`config.mk`:
```
export PLATFORM = sky130hd
export DESIGN_NAME = pcc_mul
export DESIGN_NICKNAME = d
export VERILOG_FILES = /design/src/rtl/pcc_pkg.sv /design/src/rtl/pcc_mul.sv
export SDC_FILE = /design/constraint.sdc
export NUM_CORES = 2
export LEC_CHECK = 0
export ABC_AREA = 1
export ABC_CLOCK_PERIOD_IN_PS = 8900
export BUFFER_PORTS_ARGS = -buffer_cell sky130_fd_sc_hd__buf_2
export CAP_MARGIN = 20
export CORE_AREA = 3 3 318 226
export DETAILED_ROUTE_END_ITERATION = 8
export DIE_AREA = 0 0 321 229
export SLEW_MARGIN = 20
export SYNTH_ARGS = -nofsm -noshare
export SYNTH_HDL_FRONTEND = slang
export SYNTH_SLANG_ARGS = --single-unit
```
`constraint.sdc`:
```
create_clock -name clk -period 8.9 [get_ports clk]
set_input_delay 1.78 -clock clk [delete_from_list [all_inputs] [get_ports clk]]
set_output_delay 1.78 -clock clk [all_outputs]
set_load 0.05 [all_outputs]
```
`src/rtl/pcc_pkg.sv`:
```
package pcc_pkg;

	localparam int COORD_WIDTH     = 24;
	localparam int UP_WIDTH        = 16;
	localparam int QUEUE_DEPTH     = 4;
	localparam int MUL_CHUNK       = 17;
	localparam int CFG_INDEX_WIDTH = 2;
	localparam int UP_Z_RESET      = 16384;

	localparam logic [CFG_INDEX_WIDTH-1:0] REG_UP_X = CFG_INDEX_WIDTH'(0);
	localparam logic [CFG_INDEX_WIDTH-1:0] REG_UP_Y = CFG_INDEX_WIDTH'(1);
	localparam logic [CFG_INDEX_WIDTH-1:0] REG_UP_Z = CFG_INDEX_WIDTH'(2);

	typedef logic signed [1:0] sign_t;

	localparam sign_t SIGN_NONE = 2'sb00;
	localparam sign_t SIGN_POS  = 2'sb01;
	localparam sign_t SIGN_NEG  = 2'sb11;

	typedef struct packed {
		logic  degen;
		logic  restart;
		sign_t sgn;
	} cls_t;

endpackage

```
`src/rtl/pcc_mul.sv`:
```
module pcc_mul #(
	parameter int AW = 25,
	parameter int BW = 25
) (
	input  logic                 clk,
	input  logic                 en,
	input  logic signed [AW-1:0] a,
	input  logic signed [BW-1:0] b,
	output logic signed [AW+BW-1:0] p
);

	localparam int CH = pcc_pkg::MUL_CHUNK;
	localparam int NA = (AW + CH - 1) / CH;
	localparam int NB = (BW + CH - 1) / CH;
	localparam int SW = (NA + NB) * CH + 2;

	logic signed [NA*CH-1:0]   a_ext;
	logic signed [NB*CH-1:0]   b_ext;
	logic signed [CH:0]        ca [NA];
	logic signed [CH:0]        cb [NB];
	logic signed [2*CH+1:0]    pp_s1 [NA*NB];
	logic signed [SW-1:0]      acc;
	logic signed [AW+BW-1:0]   p_s2;

	assign a_ext = (NA*CH)'(a);
	assign b_ext = (NB*CH)'(b);

	for (genvar gi = 0; gi < NA; gi++) begin : g_ca
		if (gi == NA - 1) begin : g_top
			assign ca[gi] = $signed({a_ext[gi*CH+CH-1], a_ext[gi*CH +: CH]});
		end else begin : g_low
			assign ca[gi] = $signed({1'b0, a_ext[gi*CH +: CH]});
		end
	end

	for (genvar gj = 0; gj < NB; gj++) begin : g_cb
		if (gj == NB - 1) begin : g_top
			assign cb[gj] = $signed({b_ext[gj*CH+CH-1], b_ext[gj*CH +: CH]});
		end else begin : g_low
			assign cb[gj] = $signed({1'b0, b_ext[gj*CH +: CH]});
		end
	end

	for (genvar gi = 0; gi < NA; gi++) begin : g_pp_a
		for (genvar gj = 0; gj < NB; gj++) begin : g_pp_b
			always_ff @(posedge clk) begin
				if (en) begin
					pp_s1[gi*NB+gj] <= ca[gi] * cb[gj];
				end
			end
		end
	end

	always_comb begin
		acc = '0;
		for (int i = 0; i < NA; i++) begin
			for (int j = 0; j < NB; j++) begin
				acc = acc + (SW'(pp_s1[i*NB+j]) <<< ((i + j) * CH));
			end
		end
	end

	always_ff @(posedge clk) begin
		if (en) begin
			p_s2 <= $signed(acc[AW+BW-1:0]);
		end
	end

	assign p = p_s2;

endmodule

```
==> flow_summary.ini <==
[run_status]
status = finished clean

[layout]
syn_to_final_growth_pct = 5.38
layout_commonest_cell = nand2_1
final_layout_size_suffix_gt1_share_pct = 5.11
final_cell_mix = nand2_1 (1221), inv_1 (1215), fa_1 (494)
post-route-util_pct = 47.0
fin_nets = 4895

[global_route]
grt_pass1_vias = 24300
grt_pass1_wl_um = 135000
antenna_found_initial = 6
grtUsageTotal_pct = 23.6
grt.overflow.total = 0
grt_max_degree = 107

[floorplanning]
dieArea_sq_mm = 0.0735
io_pins = 102
row_count = 81
die_x_um = 321
dieHeight_um = 229
initial_core_util_pct = 44.6
core_area_sq_mm = 0.0693

[synthesis]
synth-edff-count = 152
yosysUniqueCellTypes = 37
synthesis.nets = 4919
synth_ff_type = edfxtp_1
syn_area_sq_mm = 0.0309
ys_warn_count = 0
synthArstFlopShare_pct = 0
synthCells = 4083
yosysSeqAreaShare_pct = 14.8
ys_seq_elements = 152
avgSynthCellArea_sq_um = 7.58

[setup_path]
critical_path.max_fanout = 25
cp.required_ns = 9.10
endpoint_kind = flop
critPathLaunchType = input port
arrival_ns = 7.21
path_class = input port to flop

[placed_design]
hpwl_um = 66200
port-buffer-count = 101
gp_congestion = 0.930

[clock_network]
htreeDepth = 4
cts_root_buf = clkbuf_16
cts_hold_buf = 0
post_cts_buffers = 0
cts_inserted_buffers = 17
cts_num_sinks = 152
cts_tree = built
worstSkewPairLatency_ns = 0.45
ctsResizeCount = 0
cts_buffer_depth = 2
clk_pin_slew_ns = 0.06

[drt]
drt-wirelength-per-cell_um = 16.6
viasPerCell = 4.83
drtIter0Drc = 2247
wl_um = 82700
vias = 24100
firstDrtPassIters = 6
ant_nets = 0
drc = 0

[run]
max_cap_violations = 0

[sta]
slew_viol_final = 0
fmaxAchievable_ghz = 0.143
post-route-period-util_pct = 78.8
post-route-min-period_ns = 7.01
fin_skew_ns = 0.0165
fin_tns_setup_ns = 0
worst_pin_slew_ns = 1.03
slew_headroom_pct = 31.4
hold_viol = 0
rsz0062_at_grt = no
setup_viol = 0

[hold_path]
hp-class = flop to flop
==> stage by stage <==
step / instances / hold WS (ns) / setup WS (ns) / cell area [sq um]
detailed placement: 4953 / 0.405 / 1.45 / 32100
floorplan: 4083 / 0.400 / 2.13 / 30900
global route: 4982 / 0.422 / 1.60 / 32600
finish: 4984 / 0.419 / 1.89 / 32600
CTS: 4982 / 0.420 / 1.93 / 32600
global placement: 4953 / 0.401 / 1.52 / 32100
==> synth_stat cells (19+ instances only) <==
master | instances | share of area [%]
inv_1 | 1215 | 15
edfxtp_1 | 152 | 15
fa_1 | 494 | 32
nand2_1 | 1221 | 15
a21oi_1 | 84 | 1.4
nand4_1 | 34 | 0.69
o21ai_0 | 30 | 0.49
nand2_2 | 19 | 0.38
ha_1 | 290 | 12
clkbuf_1 | 146 | 1.8
xor2_1 | 54 | 1.5
nand3_1 | 102 | 1.7
or2_2 | 30 | 0.61
nor2_1 | 125 | 1.5
==> final timing paths <==
path | start | end | slack, ns | depth (start not counted)
min | pp_s1[0][14] | p[14] | 0.42 | 0
max reg2reg | pp_s1[0][18] | p[46] | 5.94 | 12
min reg2reg | pp_s1[0][14] | p[14] | 0.42 | 0
max | b[3] | pp_s1[0][31] | 1.89 | 20
==> layer usage <==
metal	vias up	GRT usage, %	share of wire [%]
li1	11700	-	-
met1	11500	37.4	50
met2	878	32.4	38
met3	42	6.30	11
met4	6	3.39	0.86
met5	-	0	0.053
==> sequential cells by signal, summed over array words and instances (netlist names) <==
register  cells
pp_s1       102
p            50
==> cell families (layout without fill, tap and decap cells) <==
family | count (synthesis) | in the layout | synth area share (%)
AO/OA/AOI/OAI | 136 | 136 | 2.37
AND/OR/NAND/NOR | 1577 | 1577 | 20.7
flip-flops | 152 | 152 | 14.8
XOR/XNOR | 68 | 68 | 1.93
adder cells (fa/ha/maj) | 784 | 784 | 43.7
buffers and inverters | 1366 | 1352 | 16.6
other | 0 | 2 | 0
==> layout make-up <==
type	count	area (sq um)
antenna	2	5.00
sequential	152	4560
clock inverter	12	105
clock buffer	17	425
multi-input combinational	2565	21200
timing repair buffer	105	542
tap	913	1140
fill	7020	36700
inverter	1218	4570
==> critical path, cell delays in order <==
cell	delay (ns)
buf_2	0.57
nand2_1	0.16
fa_1	0.54
fa_1	0.53
fa_1	0.53
inv_1	0.06
fa_1	0.51
fa_1	0.50
inv_1	0.05
fa_1	0.47
inv_1	0.04
ha_1	0.37
nand2_2	0.16
inv_1	0.05
a21oi_1	0.28
nand3_1	0.27
nand2_1	0.16
nand2_1	0.06
nand2_1	0.06
nand2_1	0.04
Power is not shown: default switching activity piles up to over one toggle a cycle in this logic, so the estimate is an artifact.
